### config.mk
export PLATFORM = sky130hd
export DESIGN_NAME = sorted_timer_queue_flat
export DESIGN_NICKNAME = d
export VERILOG_FILES = /design/src/rtl/stq_pkg.sv /design/src/rtl/stq_if.sv /design/src/rtl/stq_datapath.sv /design/src/rtl/stq_ctrl.sv /design/src/rtl/sorted_timer_queue.sv /design/src/flat_wrapper.sv
export VERILOG_INCLUDE_DIRS = /design/src /design/src/rtl
export SDC_FILE = /design/constraint.sdc
export NUM_CORES = 2
export LEC_CHECK = 0
export BUFFER_PORTS_ARGS = -buffer_cell sky130_fd_sc_hd__buf_2
export CAP_MARGIN = 0
export CELL_PAD_IN_SITES_DETAIL_PLACEMENT = 1
export CELL_PAD_IN_SITES_GLOBAL_PLACEMENT = 2
export CORE_ASPECT_RATIO = 0.75
export CORE_MARGIN = 8
export CORE_UTILIZATION = 35
export CTS_BUF_LIST = sky130_fd_sc_hd__clkbuf_8
export DETAILED_ROUTE_END_ITERATION = 16
export GPL_TIMING_DRIVEN = 0
export PLACE_DENSITY_LB_ADDON = 0.25
export SYNTH_ARGS = -nofsm -noshare
export SYNTH_HDL_FRONTEND = slang
export SYNTH_HIERARCHICAL = 1
export SYNTH_SLANG_ARGS = --single-unit
### constraint.sdc
create_clock -name i_clk -period 8.2 [get_ports i_clk]
set_input_delay 0.41 -clock i_clk [delete_from_list [all_inputs] [get_ports i_clk]]
set_output_delay 0.41 -clock i_clk [all_outputs]
set_load 0.01 [all_outputs]
### src/rtl/sorted_timer_queue_defines.svh
// Assertion macros shared by the sorted timer queue modules.
`ifndef SORTED_TIMER_QUEUE_DEFINES_SVH
`define SORTED_TIMER_QUEUE_DEFINES_SVH

// Checks that a condition holds at every clock edge outside reset.
`define STQ_ASSERT_ALWAYS(lbl, clk, rst_n, cond, msg) \
    lbl: assert property (@(posedge clk) disable iff (!rst_n) (cond)) else $error(msg);

// Checks that a consequent holds in the same cycle as its antecedent.
`define STQ_ASSERT_IMPL(lbl, clk, rst_n, ante, cons, msg) \
    lbl: assert property (@(posedge clk) disable iff (!rst_n) (ante) |-> (cons)) else $error(msg);

`endif

### src/rtl/stq_pkg.sv
// Package with the types, codes and helper functions of the sorted timer queue.
`timescale 1ns / 1ps

package stq_pkg;

    localparam logic [2:0] CMD_TICK     = 3'd0;
    localparam logic [2:0] CMD_ONESHOT  = 3'd1;
    localparam logic [2:0] CMD_PERIODIC = 3'd2;
    localparam logic [2:0] CMD_STOP     = 3'd3;
    localparam logic [2:0] CMD_READ     = 3'd4;

    localparam logic [1:0] EV_ACK      = 2'd0;
    localparam logic [1:0] EV_ONESHOT  = 2'd1;
    localparam logic [1:0] EV_PERIODIC = 2'd2;

    localparam logic ST_OK  = 1'b0;
    localparam logic ST_ERR = 1'b1;

    localparam int          MAX_RES   = 16;
    localparam logic [4:0]  MAX_RES_V = 5'(MAX_RES);

    typedef enum logic [3:0] {
        S_IDLE,
        S_DECODE,
        S_UL_RD,
        S_UL_CHK,
        S_IN_INIT,
        S_IN_RD,
        S_IN_CHK,
        S_RESP,
        S_RD_REM,
        S_T_HEAD,
        S_T_HCHK,
        S_T_FLUSH,
        S_T_TAKE,
        S_T_RELOAD,
        S_T_END
    } t_state;

    typedef enum logic [4:0] {
        OP_NONE,
        OP_CAPTURE,
        OP_TICK_START,
        OP_ARM_SETUP,
        OP_STOP_SETUP,
        OP_READ_SETUP,
        OP_UL_READ,
        OP_UL_STEP,
        OP_UL_FIN,
        OP_IN_START,
        OP_IN_READ,
        OP_IN_SHIFT,
        OP_IN_FIN,
        OP_HEAD_READ,
        OP_TAKE,
        OP_RELOAD,
        OP_LOAD_ACK,
        OP_LOAD_REM,
        OP_LOAD_PEND,
        OP_LOAD_IDLE_ACK
    } t_dp_op;

    typedef struct packed {
        t_dp_op op;
        logic   in_ready;
        logic   err;
        logic   last;
    } t_ctrl_cmd;

    typedef struct packed {
        logic       in_valid;
        logic [2:0] cmd;
        logic       id_ok;
        logic       active_id;
        logic       delay_zero;
        logic       period_zero;
        logic       count_zero;
        logic       nres_max;
        logic       ul_done;
        logic       in_at_head;
        logic       in_shift;
        logic       head_due;
        logic       per_nz;
        logic       pend_v;
        logic       out_full;
    } t_dp_sts;

    // True when time a lies before time b on the wrapping 32-bit scale.
    function automatic logic f_before(input logic [31:0] a, input logic [31:0] b);
        logic [31:0] diff;
        diff = a - b;
        return diff[31];
    endfunction

endpackage

### src/rtl/stq_if.sv
// Handshake interfaces for the command and result channels.
`timescale 1ns / 1ps

interface stq_cmd_if;
    logic        valid;
    logic        ready;
    logic [2:0]  command;
    logic [3:0]  timer_id;
    logic [30:0] delay;
    logic [30:0] period;
    logic        idle;

    modport source (output valid, command, timer_id, delay, period, idle, input ready);
    modport sink (input valid, command, timer_id, delay, period, idle, output ready);
endinterface

interface stq_res_if;
    logic        valid;
    logic        ready;
    logic [1:0]  event_res;
    logic [3:0]  slot;
    logic        status;
    logic [30:0] remaining;
    logic [31:0] now_ticks;
    logic [31:0] idle_total;
    logic        last;

    modport source (output valid, event_res, slot, status, remaining, now_ticks, idle_total,
                    last, input ready);
    modport sink (input valid, event_res, slot, status, remaining, now_ticks, idle_total,
                  last, output ready);
endinterface

### src/rtl/stq_datapath.sv
// Datapath of the timer queue: counters, slot tables, ordered list and result register.
`timescale 1ns / 1ps
`include "sorted_timer_queue_defines.svh"

module stq_datapath
    import stq_pkg::*;
#(
    parameter int SLOTS = 16
) (
    input  logic      i_clk,
    input  logic      i_rst_n,
    input  t_ctrl_cmd i_cmd,
    output t_dp_sts   o_sts,
    stq_cmd_if.sink   i_cmd_if,
    stq_res_if.source o_res_if
);

    localparam int SW = (SLOTS > 1) ? $clog2(SLOTS) : 1;
    localparam int CW = $clog2(SLOTS + 1);

    logic [2:0]  r_cmd;
    logic [3:0]  r_id;
    logic [30:0] r_delay;
    logic [30:0] r_period;
    logic        r_idle_in;

    logic [31:0] r_now;
    logic [31:0] r_idle;
    logic [SLOTS-1:0] r_active;
    logic [CW-1:0] r_count;
    logic [CW-1:0] r_ptr;
    logic          r_shifting;
    logic [SW-1:0] r_slot;
    logic [31:0]   r_exp;
    logic [31:0]   r_eold;
    logic [30:0]   r_per;
    logic [4:0]    r_nres;
    logic          r_pend_v;
    logic [1:0]    r_pend_ev;
    logic [SW-1:0] r_pend_slot;

    logic [SW-1:0] lmem_slot [SLOTS];
    logic [31:0]   lmem_exp  [SLOTS];
    logic [SW-1:0] r_lrd_slot;
    logic [31:0]   r_lrd_exp;
    logic [31:0]   smem_exp  [SLOTS];
    logic [30:0]   smem_per  [SLOTS];
    logic [31:0]   r_srd_exp;
    logic [30:0]   r_srd_per;

    logic          r_ovalid;
    logic [1:0]    r_oev;
    logic [3:0]    r_oslot;
    logic          r_ostat;
    logic [30:0]   r_orem;
    logic [31:0]   r_onow;
    logic [31:0]   r_oidle;
    logic          r_olast;

    logic          l_we;
    logic [SW-1:0] l_waddr;
    logic [SW-1:0] l_wslot;
    logic [31:0]   l_wexp;
    logic          l_re;
    logic [SW-1:0] l_raddr;
    logic          s_re;
    logic [SW-1:0] s_raddr;

    logic [SW-1:0] id_idx;
    logic [30:0]   delay_min;
    logic [31:0]   reload_ne;
    logic [31:0]   reload_exp;
    logic [31:0]   rem_diff;
    logic [CW:0]   ptr_next;
    logic          out_take;

    assign id_idx     = SW'(r_id);
    assign delay_min  = (r_delay == 31'd0) ? 31'd1 : r_delay;
    assign reload_ne  = r_eold + {1'b0, r_srd_per};
    assign reload_exp = f_before(r_now, reload_ne) ? reload_ne : (r_now + 32'd1);
    assign rem_diff   = r_srd_exp - r_now;
    assign ptr_next   = {1'b0, r_ptr} + (CW + 1)'(1);
    assign out_take   = r_ovalid && o_res_if.ready;

    assign i_cmd_if.ready = i_cmd.in_ready;

    always_comb begin
        o_sts.in_valid    = i_cmd_if.valid;
        o_sts.cmd         = r_cmd;
        o_sts.id_ok       = (32'(r_id) < SLOTS);
        o_sts.active_id   = r_active[id_idx];
        o_sts.delay_zero  = (r_delay == 31'd0);
        o_sts.period_zero = (r_period == 31'd0);
        o_sts.count_zero  = (r_count == '0);
        o_sts.nres_max    = (r_nres == MAX_RES_V);
        o_sts.ul_done     = r_shifting ? (ptr_next >= {1'b0, r_count}) : (r_ptr >= r_count);
        o_sts.in_at_head  = (r_ptr == '0);
        o_sts.in_shift    = f_before(r_exp, r_lrd_exp);
        o_sts.head_due    = !f_before(r_now, r_lrd_exp);
        o_sts.per_nz      = (r_srd_per != 31'd0);
        o_sts.pend_v      = r_pend_v;
        o_sts.out_full    = r_ovalid;
    end

    always_comb begin
        l_we    = 1'b0;
        l_waddr = r_ptr[SW-1:0];
        l_wslot = r_lrd_slot;
        l_wexp  = r_lrd_exp;
        l_re    = 1'b0;
        l_raddr = r_ptr[SW-1:0];
        s_re    = 1'b0;
        s_raddr = id_idx;
        case (i_cmd.op)
            OP_UL_READ: begin
                l_re    = 1'b1;
                l_raddr = r_shifting ? SW'(ptr_next) : r_ptr[SW-1:0];
            end
            OP_UL_STEP: begin
                l_we = r_shifting;
            end
            OP_IN_READ: begin
                l_re    = 1'b1;
                l_raddr = SW'(r_ptr - CW'(1));
            end
            OP_IN_SHIFT: begin
                l_we = 1'b1;
            end
            OP_IN_FIN: begin
                l_we    = 1'b1;
                l_wslot = r_slot;
                l_wexp  = r_exp;
            end
            OP_HEAD_READ: begin
                l_re    = 1'b1;
                l_raddr = '0;
            end
            OP_READ_SETUP: begin
                s_re = 1'b1;
            end
            OP_TAKE: begin
                s_re    = 1'b1;
                s_raddr = r_lrd_slot;
            end
            default: begin
                l_we = 1'b0;
            end
        endcase
    end

    always_ff @(posedge i_clk) begin
        if (l_we) begin
            lmem_slot[l_waddr] <= l_wslot;
            lmem_exp[l_waddr]  <= l_wexp;
        end
        if (l_re) begin
            r_lrd_slot <= lmem_slot[l_raddr];
            r_lrd_exp  <= lmem_exp[l_raddr];
        end
        if (i_cmd.op == OP_IN_FIN) begin
            smem_exp[r_slot] <= r_exp;
            smem_per[r_slot] <= r_per;
        end
        if (s_re) begin
            r_srd_exp <= smem_exp[s_raddr];
            r_srd_per <= smem_per[s_raddr];
        end
    end

    always_ff @(posedge i_clk) begin
        case (i_cmd.op)
            OP_CAPTURE: begin
                r_cmd     <= i_cmd_if.command;
                r_id      <= i_cmd_if.timer_id;
                r_delay   <= i_cmd_if.delay;
                r_period  <= i_cmd_if.period;
                r_idle_in <= i_cmd_if.idle;
            end
            OP_ARM_SETUP: begin
                r_slot     <= id_idx;
                r_exp      <= r_now + {1'b0, delay_min};
                r_per      <= (r_cmd == CMD_PERIODIC) ? r_period : 31'd0;
                r_ptr      <= '0;
                r_shifting <= 1'b0;
            end
            OP_STOP_SETUP: begin
                r_slot     <= id_idx;
                r_ptr      <= '0;
                r_shifting <= 1'b0;
            end
            OP_UL_STEP: begin
                if (r_shifting || (r_lrd_slot != r_slot)) begin
                    r_ptr <= CW'(ptr_next);
                end
                if (r_lrd_slot == r_slot) begin
                    r_shifting <= 1'b1;
                end
            end
            OP_IN_START: begin
                r_ptr <= r_count;
            end
            OP_IN_SHIFT: begin
                r_ptr <= r_ptr - CW'(1);
            end
            OP_TAKE: begin
                r_slot <= r_lrd_slot;
                r_eold <= r_lrd_exp;
            end
            OP_RELOAD: begin
                r_per      <= r_srd_per;
                r_exp      <= reload_exp;
                r_ptr      <= '0;
                r_shifting <= 1'b0;
            end
            default: begin
                r_ptr <= r_ptr;
            end
        endcase
    end

    always_ff @(posedge i_clk) begin
        if (!i_rst_n) begin
            r_now    <= '0;
            r_idle   <= '0;
            r_active <= '0;
            r_count  <= '0;
            r_nres   <= '0;
            r_pend_v <= 1'b0;
        end else begin
            case (i_cmd.op)
                OP_TICK_START: begin
                    r_now    <= r_now + 32'd1;
                    r_idle   <= r_idle + {31'd0, r_idle_in};
                    r_nres   <= '0;
                    r_pend_v <= 1'b0;
                end
                OP_UL_FIN: begin
                    r_count          <= r_count - CW'(1);
                    r_active[r_slot] <= 1'b0;
                end
                OP_IN_FIN: begin
                    r_count          <= r_count + CW'(1);
                    r_active[r_slot] <= 1'b1;
                end
                OP_RELOAD: begin
                    r_pend_v    <= 1'b1;
                    r_pend_ev   <= (r_srd_per != 31'd0) ? EV_PERIODIC : EV_ONESHOT;
                    r_pend_slot <= r_slot;
                    r_nres      <= r_nres + 5'd1;
                end
                OP_LOAD_PEND: begin
                    r_pend_v <= 1'b0;
                end
                default: begin
                    r_count <= r_count;
                end
            endcase
        end
    end

    always_ff @(posedge i_clk) begin
        if (!i_rst_n) begin
            r_ovalid <= 1'b0;
        end else if (i_cmd.op == OP_LOAD_ACK || i_cmd.op == OP_LOAD_REM
                     || i_cmd.op == OP_LOAD_PEND || i_cmd.op == OP_LOAD_IDLE_ACK) begin
            r_ovalid <= 1'b1;
        end else if (out_take) begin
            r_ovalid <= 1'b0;
        end
    end

    always_ff @(posedge i_clk) begin
        case (i_cmd.op)
            OP_LOAD_ACK: begin
                r_oev   <= EV_ACK;
                r_oslot <= r_id;
                r_ostat <= i_cmd.err;
                r_orem  <= '0;
                r_olast <= 1'b1;
            end
            OP_LOAD_REM: begin
                r_oev   <= EV_ACK;
                r_oslot <= r_id;
                r_ostat <= ST_OK;
                r_orem  <= (r_active[id_idx] && f_before(r_now, r_srd_exp))
                           ? rem_diff[30:0] : 31'd0;
                r_olast <= 1'b1;
            end
            OP_LOAD_PEND: begin
                r_oev   <= r_pend_ev;
                r_oslot <= 4'(r_pend_slot);
                r_ostat <= ST_OK;
                r_orem  <= '0;
                r_olast <= i_cmd.last;
            end
            OP_LOAD_IDLE_ACK: begin
                r_oev   <= EV_ACK;
                r_oslot <= '0;
                r_ostat <= ST_OK;
                r_orem  <= '0;
                r_olast <= 1'b1;
            end
            default: begin
                r_oev <= r_oev;
            end
        endcase
        if (i_cmd.op == OP_LOAD_ACK || i_cmd.op == OP_LOAD_REM
            || i_cmd.op == OP_LOAD_PEND || i_cmd.op == OP_LOAD_IDLE_ACK) begin
            r_onow  <= r_now;
            r_oidle <= r_idle;
        end
    end

    assign o_res_if.valid      = r_ovalid;
    assign o_res_if.event_res  = r_oev;
    assign o_res_if.slot       = r_oslot;
    assign o_res_if.status     = r_ostat;
    assign o_res_if.remaining  = r_orem;
    assign o_res_if.now_ticks  = r_onow;
    assign o_res_if.idle_total = r_oidle;
    assign o_res_if.last       = r_olast;

    `STQ_ASSERT_ALWAYS(a_count_range, i_clk, i_rst_n, r_count <= CW'(SLOTS), "list count above slot count")
    `STQ_ASSERT_ALWAYS(a_count_active, i_clk, i_rst_n, $countones(r_active) == 32'(r_count), "active flags disagree with list count")
    `STQ_ASSERT_IMPL(a_nres_bound, i_clk, i_rst_n, i_cmd.op == OP_RELOAD, r_nres < MAX_RES_V, "too many expiries in one tick")

endmodule

### src/rtl/stq_ctrl.sv
// Controller state machine that sequences the timer queue datapath.
`timescale 1ns / 1ps
`include "sorted_timer_queue_defines.svh"

module stq_ctrl
    import stq_pkg::*;
(
    input  logic      i_clk,
    input  logic      i_rst_n,
    input  t_dp_sts   i_sts,
    output t_ctrl_cmd o_cmd
);

    t_state r_state, n_state;
    logic   r_ins, n_ins;
    logic   r_tick, n_tick;
    logic   r_err, n_err;

    always_ff @(posedge i_clk) begin
        if (!i_rst_n) begin
            r_state <= S_IDLE;
            r_ins   <= 1'b0;
            r_tick  <= 1'b0;
            r_err   <= 1'b0;
        end else begin
            r_state <= n_state;
            r_ins   <= n_ins;
            r_tick  <= n_tick;
            r_err   <= n_err;
        end
    end

    always_comb begin
        n_state        = r_state;
        n_ins          = r_ins;
        n_tick         = r_tick;
        n_err          = r_err;
        o_cmd.op       = OP_NONE;
        o_cmd.in_ready = 1'b0;
        o_cmd.err      = r_err;
        o_cmd.last     = 1'b1;
        case (r_state)
            S_IDLE: begin
                o_cmd.in_ready = 1'b1;
                if (i_sts.in_valid) begin
                    o_cmd.op = OP_CAPTURE;
                    n_state  = S_DECODE;
                end
            end
            S_DECODE: begin
                n_tick = 1'b0;
                n_err  = ST_OK;
                n_ins  = 1'b0;
                if (i_sts.cmd == CMD_TICK) begin
                    o_cmd.op = OP_TICK_START;
                    n_tick   = 1'b1;
                    n_state  = S_T_HEAD;
                end else if (i_sts.cmd > CMD_READ || !i_sts.id_ok) begin
                    n_err   = ST_ERR;
                    n_state = S_RESP;
                end else begin
                    case (i_sts.cmd)
                        CMD_ONESHOT: begin
                            o_cmd.op = OP_ARM_SETUP;
                            n_ins    = 1'b1;
                            n_state  = i_sts.active_id ? S_UL_RD : S_IN_INIT;
                        end
                        CMD_PERIODIC: begin
                            if (!i_sts.delay_zero && i_sts.period_zero) begin
                                n_err   = ST_ERR;
                                n_state = S_RESP;
                            end else if (i_sts.delay_zero) begin
                                if (!i_sts.active_id) begin
                                    n_err   = ST_ERR;
                                    n_state = S_RESP;
                                end else begin
                                    o_cmd.op = OP_STOP_SETUP;
                                    n_state  = S_UL_RD;
                                end
                            end else begin
                                o_cmd.op = OP_ARM_SETUP;
                                n_ins    = 1'b1;
                                n_state  = i_sts.active_id ? S_UL_RD : S_IN_INIT;
                            end
                        end
                        CMD_STOP: begin
                            if (i_sts.active_id) begin
                                o_cmd.op = OP_STOP_SETUP;
                                n_state  = S_UL_RD;
                            end else begin
                                n_state = S_RESP;
                            end
                        end
                        default: begin
                            o_cmd.op = OP_READ_SETUP;
                            n_state  = S_RD_REM;
                        end
                    endcase
                end
            end
            S_UL_RD: begin
                if (i_sts.ul_done) begin
                    o_cmd.op = OP_UL_FIN;
                    if (r_ins) begin
                        n_state = S_IN_INIT;
                    end else begin
                        n_state = r_tick ? S_T_HEAD : S_RESP;
                    end
                end else begin
                    o_cmd.op = OP_UL_READ;
                    n_state  = S_UL_CHK;
                end
            end
            S_UL_CHK: begin
                o_cmd.op = OP_UL_STEP;
                n_state  = S_UL_RD;
            end
            S_IN_INIT: begin
                o_cmd.op = OP_IN_START;
                n_state  = S_IN_RD;
            end
            S_IN_RD: begin
                if (i_sts.in_at_head) begin
                    o_cmd.op = OP_IN_FIN;
                    n_state  = r_tick ? S_T_HEAD : S_RESP;
                end else begin
                    o_cmd.op = OP_IN_READ;
                    n_state  = S_IN_CHK;
                end
            end
            S_IN_CHK: begin
                if (i_sts.in_shift) begin
                    o_cmd.op = OP_IN_SHIFT;
                    n_state  = S_IN_RD;
                end else begin
                    o_cmd.op = OP_IN_FIN;
                    n_state  = r_tick ? S_T_HEAD : S_RESP;
                end
            end
            S_RESP: begin
                if (!i_sts.out_full) begin
                    o_cmd.op = OP_LOAD_ACK;
                    n_state  = S_IDLE;
                end
            end
            S_RD_REM: begin
                if (!i_sts.out_full) begin
                    o_cmd.op = OP_LOAD_REM;
                    n_state  = S_IDLE;
                end
            end
            S_T_HEAD: begin
                if (i_sts.count_zero || i_sts.nres_max) begin
                    n_state = S_T_END;
                end else begin
                    o_cmd.op = OP_HEAD_READ;
                    n_state  = S_T_HCHK;
                end
            end
            S_T_HCHK: begin
                n_state = i_sts.head_due ? S_T_FLUSH : S_T_END;
            end
            S_T_FLUSH: begin
                if (!i_sts.pend_v) begin
                    n_state = S_T_TAKE;
                end else if (!i_sts.out_full) begin
                    o_cmd.op   = OP_LOAD_PEND;
                    o_cmd.last = 1'b0;
                    n_state    = S_T_TAKE;
                end
            end
            S_T_TAKE: begin
                o_cmd.op = OP_TAKE;
                n_state  = S_T_RELOAD;
            end
            S_T_RELOAD: begin
                o_cmd.op = OP_RELOAD;
                n_ins    = i_sts.per_nz;
                n_state  = S_UL_RD;
            end
            S_T_END: begin
                if (!i_sts.out_full) begin
                    o_cmd.op = i_sts.pend_v ? OP_LOAD_PEND : OP_LOAD_IDLE_ACK;
                    n_state  = S_IDLE;
                end
            end
            default: begin
                n_state = S_IDLE;
            end
        endcase
    end

    `STQ_ASSERT_IMPL(a_no_overwrite, i_clk, i_rst_n, o_cmd.op == OP_LOAD_ACK || o_cmd.op == OP_LOAD_REM || o_cmd.op == OP_LOAD_PEND || o_cmd.op == OP_LOAD_IDLE_ACK, !i_sts.out_full, "result register loaded while full")
    `STQ_ASSERT_IMPL(a_ready_idle, i_clk, i_rst_n, o_cmd.in_ready, r_state == S_IDLE && !r_tick || r_state == S_IDLE, "input taken outside idle")

endmodule

### src/rtl/sorted_timer_queue.sv
// Top level of the sorted timer queue: controller and datapath.
// A command with no list work passes from capture through decode and response back to idle.
// An unlink reads and checks list entries in turn; an insert reads from the tail, shifting entries to its place.
// A tick reads and checks the head; each due timer is flushed, taken, reloaded, unlinked and, if periodic, inserted.
// Throughput: one item at a time; a full result register stalls the controller until taken.
// Reset is synchronous, active low; slot tables need no clearing pass.
`timescale 1ns / 1ps

module sorted_timer_queue
    import stq_pkg::*;
#(
    parameter int SLOTS = 16
) (
    input  logic      i_clk,
    input  logic      i_rst_n,
    stq_cmd_if.sink   i_cmd_if,
    stq_res_if.source o_res_if
);

    t_ctrl_cmd ctrl_cmd;
    t_dp_sts   dp_sts;

    stq_ctrl u_ctrl (
        .i_clk   (i_clk),
        .i_rst_n (i_rst_n),
        .i_sts   (dp_sts),
        .o_cmd   (ctrl_cmd)
    );

    stq_datapath #(
        .SLOTS (SLOTS)
    ) u_datapath (
        .i_clk    (i_clk),
        .i_rst_n  (i_rst_n),
        .i_cmd    (ctrl_cmd),
        .o_sts    (dp_sts),
        .i_cmd_if (i_cmd_if),
        .o_res_if (o_res_if)
    );

endmodule

### src/flat_wrapper.sv
// flat-port wrapper written by rule: the top's interface ports become plain ports
module sorted_timer_queue_flat import stq_pkg::*;
#(
    parameter int SLOTS = 16
)
  (i_clk, i_rst_n, i_cmd_if_valid, i_cmd_if_command, i_cmd_if_timer_id, i_cmd_if_delay, i_cmd_if_period, i_cmd_if_idle, i_cmd_if_ready, o_res_if_valid, o_res_if_event_res, o_res_if_slot, o_res_if_status, o_res_if_remaining, o_res_if_now_ticks, o_res_if_idle_total, o_res_if_last, o_res_if_ready);
  stq_cmd_if i_cmd_if_i ();
  stq_res_if o_res_if_i ();
  input  logic i_clk;
  input  logic i_rst_n;
  input wire logic [$bits(i_cmd_if_i.valid)-1:0] i_cmd_if_valid;
  input wire logic [$bits(i_cmd_if_i.command)-1:0] i_cmd_if_command;
  input wire logic [$bits(i_cmd_if_i.timer_id)-1:0] i_cmd_if_timer_id;
  input wire logic [$bits(i_cmd_if_i.delay)-1:0] i_cmd_if_delay;
  input wire logic [$bits(i_cmd_if_i.period)-1:0] i_cmd_if_period;
  input wire logic [$bits(i_cmd_if_i.idle)-1:0] i_cmd_if_idle;
  output wire logic [$bits(i_cmd_if_i.ready)-1:0] i_cmd_if_ready;
  output wire logic [$bits(o_res_if_i.valid)-1:0] o_res_if_valid;
  output wire logic [$bits(o_res_if_i.event_res)-1:0] o_res_if_event_res;
  output wire logic [$bits(o_res_if_i.slot)-1:0] o_res_if_slot;
  output wire logic [$bits(o_res_if_i.status)-1:0] o_res_if_status;
  output wire logic [$bits(o_res_if_i.remaining)-1:0] o_res_if_remaining;
  output wire logic [$bits(o_res_if_i.now_ticks)-1:0] o_res_if_now_ticks;
  output wire logic [$bits(o_res_if_i.idle_total)-1:0] o_res_if_idle_total;
  output wire logic [$bits(o_res_if_i.last)-1:0] o_res_if_last;
  input wire logic [$bits(o_res_if_i.ready)-1:0] o_res_if_ready;
  assign i_cmd_if_i.valid = i_cmd_if_valid;
  assign i_cmd_if_i.command = i_cmd_if_command;
  assign i_cmd_if_i.timer_id = i_cmd_if_timer_id;
  assign i_cmd_if_i.delay = i_cmd_if_delay;
  assign i_cmd_if_i.period = i_cmd_if_period;
  assign i_cmd_if_i.idle = i_cmd_if_idle;
  assign i_cmd_if_ready = i_cmd_if_i.ready;
  assign o_res_if_valid = o_res_if_i.valid;
  assign o_res_if_event_res = o_res_if_i.event_res;
  assign o_res_if_slot = o_res_if_i.slot;
  assign o_res_if_status = o_res_if_i.status;
  assign o_res_if_remaining = o_res_if_i.remaining;
  assign o_res_if_now_ticks = o_res_if_i.now_ticks;
  assign o_res_if_idle_total = o_res_if_i.idle_total;
  assign o_res_if_last = o_res_if_i.last;
  assign o_res_if_i.ready = o_res_if_ready;
  sorted_timer_queue #(.SLOTS(SLOTS)) u_core (.i_clk(i_clk), .i_rst_n(i_rst_n), .i_cmd_if(i_cmd_if_i), .o_res_if(o_res_if_i));
endmodule
**After elaboration in Yosys (flattened, before gate mapping)**

Memories as Yosys holds them, arrays and structs flattened. A register that Yosys moved wholly into a read port is not among the register bits.
Index checks and enable logic that the tools add are counted.

- Register bits after elaboration: 383
- Bits in writable memories: 1584
- Bits of input ports: 74
- Output and inout bits: 105
- Logic and storage cells: 242
- Memories: 4

- Add/sub/neg operators: 14
- Magnitude comparators: 6
- Eq/ne operators: 44
- Muxes and demuxes: 94
- Bitwise gates (word level): 3
- Reductions and logical operators: 46

Memory list:

| memory | depth | bits a word | rd ports | clocked after memory_dff | write ports | RTL line | RTL |
|---|---|---|---|---|---|---|---|
| u_core.u_datapath.lmem_exp | 16 | 32 | 1 | 1 | 1 | stq_datapath.sv:43 | `logic [31:0] lmem_exp [SLOTS];` |
| u_core.u_datapath.smem_exp | 16 | 32 | 1 | 1 | 1 | stq_datapath.sv:46 | `logic [31:0] smem_exp [SLOTS];` |
| u_core.u_datapath.smem_per | 16 | 31 | 1 | 1 | 1 | stq_datapath.sv:47 | `logic [30:0] smem_per [SLOTS];` |
| u_core.u_datapath.lmem_slot | 16 | 4 | 1 | 1 | 1 | stq_datapath.sv:42 | `logic [SW-1:0] lmem_slot [SLOTS];` |

Operators with widths:

| kind | count |
|---|---|
| 32-bit subtractor | 4 |
| 31-bit case mux with 2 select lines | 2 |
| 31-bit 2-to-1 mux | 3 |
| 4-bit 2-to-1 mux | 18 |
| 5-bit case mux with 14 select lines | 1 |
| 32-bit by 31-bit adder with 32-bit output | 2 |
| 32-bit 2-to-1 mux | 2 |
| 32-bit case mux with 2 select lines | 1 |
| 31-bit logical NOT | 2 |
| 4-bit case mux with 12 select lines | 1 |
| 5-bit by 4-bit equality test with 1-bit output (second input constant) | 8 |
| 4-bit case mux with 3 select lines | 3 |
| 3-bit 2-to-1 mux | 11 |
| 32-bit by 1-bit adder with 32-bit output | 1 |
| 32-bit by 1-bit adder with 32-bit output (second input constant) | 1 |
| 16-bit case mux with 2 select lines | 1 |
| 31-bit nonzero test | 1 |
| 31-bit subtractor | 1 |
| 5-bit 2-to-1 mux | 6 |
| 1-bit 2-to-1 mux | 29 |
| 4-bit equality test (second input constant) | 7 |
| 5-bit equality test (second input constant) | 5 |
| 2-bit nonzero test | 11 |
| 5-bit by 3-bit equality test with 1-bit output (second input constant) | 4 |
| other kinds (43) | 82 |

**Depth between registers and ports, before layout**

- Depth in word-level cells: 14
- Gate-level depth with buffers: 29
- Gate-level depth less buffers: 27

**Modules after synthesis**

The synthesis kept the hierarchy.

By module, submodules not included:

| module | instances | cells each | area each (um2) | seq. area each (um2) |
|---|---|---|---|---|
| stq_datapath | 1 | 7071 | 89004.1 | 60908.4 |
| stq_ctrl | 1 | 162 | 1054.8 | 140.1 |

**Worst setup path after synthesis**

No wires, ideal clock.

- Path type: register -> register
- From: reg u_core.u_datapath.r_exp[16]
- To: reg u_core.u_datapath.r_id[0] (netlist: u_core/u_datapath/id_idx[0]), enable pin
- Setup time: 0.584 ns
- Arrival time: 8.520 ns
- Data required time: 7.616 ns
- Setup slack: -0.904 ns
- Stages on the path, launching flop included: 21
- Cell sequence: edfxtp_1 > ha_1 > a21o_1 > a21o_1 > a21o_1 > a21o_1 > a21oi_1 > nor2_1 > a2111oi_0 > a21oi_1 > mux2i_1 > o2111a_1 > nor3b_1 > a21oi_1 > o22ai_1 > nor2_1 > nand2_1 > clkbuf_1 > clkbuf_1 > clkbuf_1 > nor3_1

RTL lines:

| what | RTL line | RTL |
|---|---|---|
| start: declaration | stq_datapath.sv:34 | `logic [31:0] r_exp;` |
| start signal: assignment | stq_datapath.sv:181 | `r_exp <= r_now + {1'b0, delay_min};` |
| start signal: assignment | stq_datapath.sv:211 | `r_exp <= reload_exp;` |
| end signal: assignment | stq_datapath.sv:174 | `r_id <= i_cmd_if.timer_id;` |
| end: declaration | stq_datapath.sv:22 | `logic [3:0] r_id;` |

==> results.json <==
{
  "status": "finished clean",
  "fmax_ghz": 0.1270,
  "instances_no_fill": 11680,
  "initial_core_util_pct": 35.15,
  "hold_class": "primary input to register",
  "critical_path_class": "register to register",
  "crit_path_frequent_cell": "a21oi_1",
  "cts.clk_slew.worst_paths_ps": 60,
  "dr.pass1.iters": 6,
  "path_max_fanout": 18,
  "clock_sinks": 2066,
  "cp.arrival_ps": 8590,
  "yosysTopAreaCell": "edfxtp_1",
  "period_share_pct": 95.99,
  "gp_congestion": 0.8769,
  "clk_path_buf_depth": 4,
  "finalHoldViolations": 0,
  "grt_pass1_wl_um": 471400,
  "design_area_um2": 105000,
  "pwr-share-comb_pct": 39.2,
  "path_cells": "ha_1, a21o_1, a21oi_1, nor2_1, a2111oi_0, a21oi_1, mux2i_1, o2111a_2, a21oi_1, mux2_2, o211ai_1, nand2b_1, or2_1, clkbuf_1, nor2_4, mux2i_4, buf_12, inv_2, buf_2, buf_2, nand2_1, a311oi_1, a311oi_2, a31oi_2",
  "finalPower_w": 0.03731,
  "synthToLayoutAreaGrowth_pct": 16.63,
  "yosysMostFrequentCell": "edfxtp_1",
  "peakVddDrop_v": 0.0002282,
  "cp-end-kind": "register",
  "cts_max_level": 5,
  "final.setup.tns_ps": 0,
  "period_minus_slack_ps": 7871,
  "fp.dieH_um": 455.3,
  "p_int_w": 0.02141,
  "cp.required_ps": 8920,
  "drive_gt1_share_pct": 11.99,
  "nets": 8277,
  "die_w_um": 601.7,
  "start_kind": "register",
  "place_area_um2": 97370,
  "power_density_nw_per_um2": 355.2,
  "synth.avg_cell_area_um2": 12.45,
  "fillers": 27257,
  "rows": 161,
  "switching_power_w": 0.01590,
  "cts_tree": "done",
  "max_stage_delay_ps": 1200,
  "slowest_stage": "edfxtp_1",
  "power_frac_clock_pct": 23.4,
  "ys_types": 102,
  "setup_viol": 0,
  "maxSlewHeadroom_pct": 4.945,
  "report.final.slew_viol_count": 0,
  "wirelength_um": 331400,
  "dp_hpwl_um": 242600,
  "clock_latency_ps": 1000,
  "syn-num-nets": 7547,
  "synthFlopType": "edfxtp_1",
  "grt-ovfl-total": 0,
  "leakage_nw": 36.80,
  "yosys-top-cells-area": "edfxtp_1 66%, nand2_1 6.4%, ha_1 3.3%",
  "yosys_warnings": 6,
  "cts_buffers": 355,
  "syn_area_um2": 90060,
  "skew_ps": 96.15,
  "drtIter0Drc": 5698,
  "grt_max_degree": 61,
  "num_vias": 64153,
  "core_um2": 256200,
  "tightest_slew_ps": 1413,
  "synth_edf_count": 1967,
  "syn_inst": 7233,
  "final_util_pct": 40.99,
  "dieArea_um2": 274000,
  "async_flop_share_pct": 0,
  "ys_ff_latch": 2066,
  "grt_antenna_before_repair": 19,
  "synth_top_area_share_pct": 65.59,
  "switching_share_pct": 42.62,
  "wl_per_cell_um": 28.37,
  "pwr-share-seq_pct": 37.4,
  "track_usage_pct": 23.43,
  "maxCapViolCount": 0,
  "portBuffers": 177,
  "clockRootBuffer": "clkbuf_8",
  "boundaryPins": 179,
  "grt_pass1_vias": 65244,
  "vias_per_cell": 5.493,
  "dp_cells": 10929,
  "route.detailed.drc": 0,
  "ys_top_cells_by_count": "1,967 x edfxtp_1, 1,539 x nand2_1, 590 x nand3_1, 356 x clkbuf_1, 236 x ha_1",
  "drtAntennaViolNets": 0,
  "seq_area_frac_synth_pct": 67.79
}
worst max-delay path, delay by kind of cell (launching register included):
family / cells / cell delay (ps)
flip-flops: 1 / 1200
adder cells (fa/ha/maj): 1 / 420
multiplexers: 3 / 670
AND/OR/NAND/NOR: 5 / 710
AO/OA/AOI/OAI: 10 / 3040
buffers and inverters: 5 / 1550
cell type report:
cell class              count  area [um2]  area share [%]
inverters                 157       591.8          0.5635
plain buffers             443        1882           1.792
flip-flops and latches   2066       61050           58.12
repair buffers            377        3643           3.469
multi-input cells        4563       27190           25.88
clock buffers             361        4969           4.730
diodes                      8       20.02         0.01906
well taps                3423        4283           4.078
clock inverters           282        1408           1.340
cell families after synthesis:
| kind of cell | synth area share [%] |
|---|---|
| muxes | 0.7725 |
| buffers and inverters | 2.666 |
| DFF | 67.79 |
| AOI/OAI and AO/OA | 9.053 |
| other | 0.004164 |
| adders and majority gates | 3.379 |
| and+or+nand+nor | 14.74 |
| xor gates and xnor gates | 1.598 |
cells in the final DEF, fill, tap and decap left out, drive strengths merged, types with 19 or more instances in the layout:
cell	n
xor2	41
dlygate4sd3	74
a21o	76
a21boi	24
nor2	194
mux2	31
a31oi	147
xnor2	119
o21a	25
ha	236
nor2b	43
buf	393
clkbuf	713
a211oi	199
a21oi	233
dfxtp	99
and2	206
a311oi	204
mux2i	23
nor4	38
or3	25
nand2b	40
nand3	590
edfxtp	1967
nand4	43
o21bai	19
nand2	1539
inv	284
clkinv	138
nor3	56
o21ai	153
and3	90
path summary, 6_finish.rpt:
check,start,endpoint,slack [ps],cells past startpoint
worst max-delay path,u_core/u_datapath/r_exp[19]$_DFFE_PP_,u_core/u_datapath/r_srd_exp[26]$_DFFE_PP_,330,24
worst min register to register,u_core/u_datapath/r_lrd_exp[23]$_DFFE_PP_,u_core/u_datapath/r_eold[23]$_DFFE_PN_,450,0
worst max register to register,u_core/u_datapath/r_exp[19]$_DFFE_PP_,u_core/u_datapath/r_srd_exp[26]$_DFFE_PP_,330,24
worst min-delay path,i_cmd_if_period[29],u_core/u_datapath/r_period[29]$_DFFE_PN_,140,2
through the flow:
step                      setup slack, ps  hold slack (ps)
after floorplan                     884.2            406.4
after global placement              -5748            436.6
after detailed placement            -1838            443.7
after CTS                           2.665            20.03
after global routing               -14.71            78.40
final                               328.7            138.6
state kept, by name (all words and copies together), names as in the netlist, 64 cells and up, named ones only:
register / count
u_core/u_datapath/lmem_exp: 512
u_core/u_datapath/lmem_slot: 64
u_core/u_datapath/smem_exp: 512
u_core/u_datapath/smem_per: 496
power groups by stage:
stage	Combinational [W]	Sequential, W	Clock, W
4_1_cts	0.0144	0.0140	0.00895
6_report	0.0146	0.0140	0.00873
5_1_grt	0.0156	0.0140	0.00935
3_3_place_gp	0.0133	0.0144	0
3_5_place_dp	0.0141	0.0143	0
2_1_floorplan	0.00766	0.0137	0
timing repair:
item                                   4_1_cts  5_1_grt
endpoints found under the hold margin       78        0
resized for setup                           68       35
buffers inserted                            20       10
hold buffers                                74        0
cloned                                       0        0
pin swaps                                    2        1
setup endpoints to repair                  139      168
per-layer routing:
metal  share of wire [%]  GRT usage [%]
met5                   0              0
met4                 3.5          8.099
met3                 6.3          3.706
met2                  43          35.13
met1                  47          34.50
Note: power is estimated with default switching activity, not from simulation.
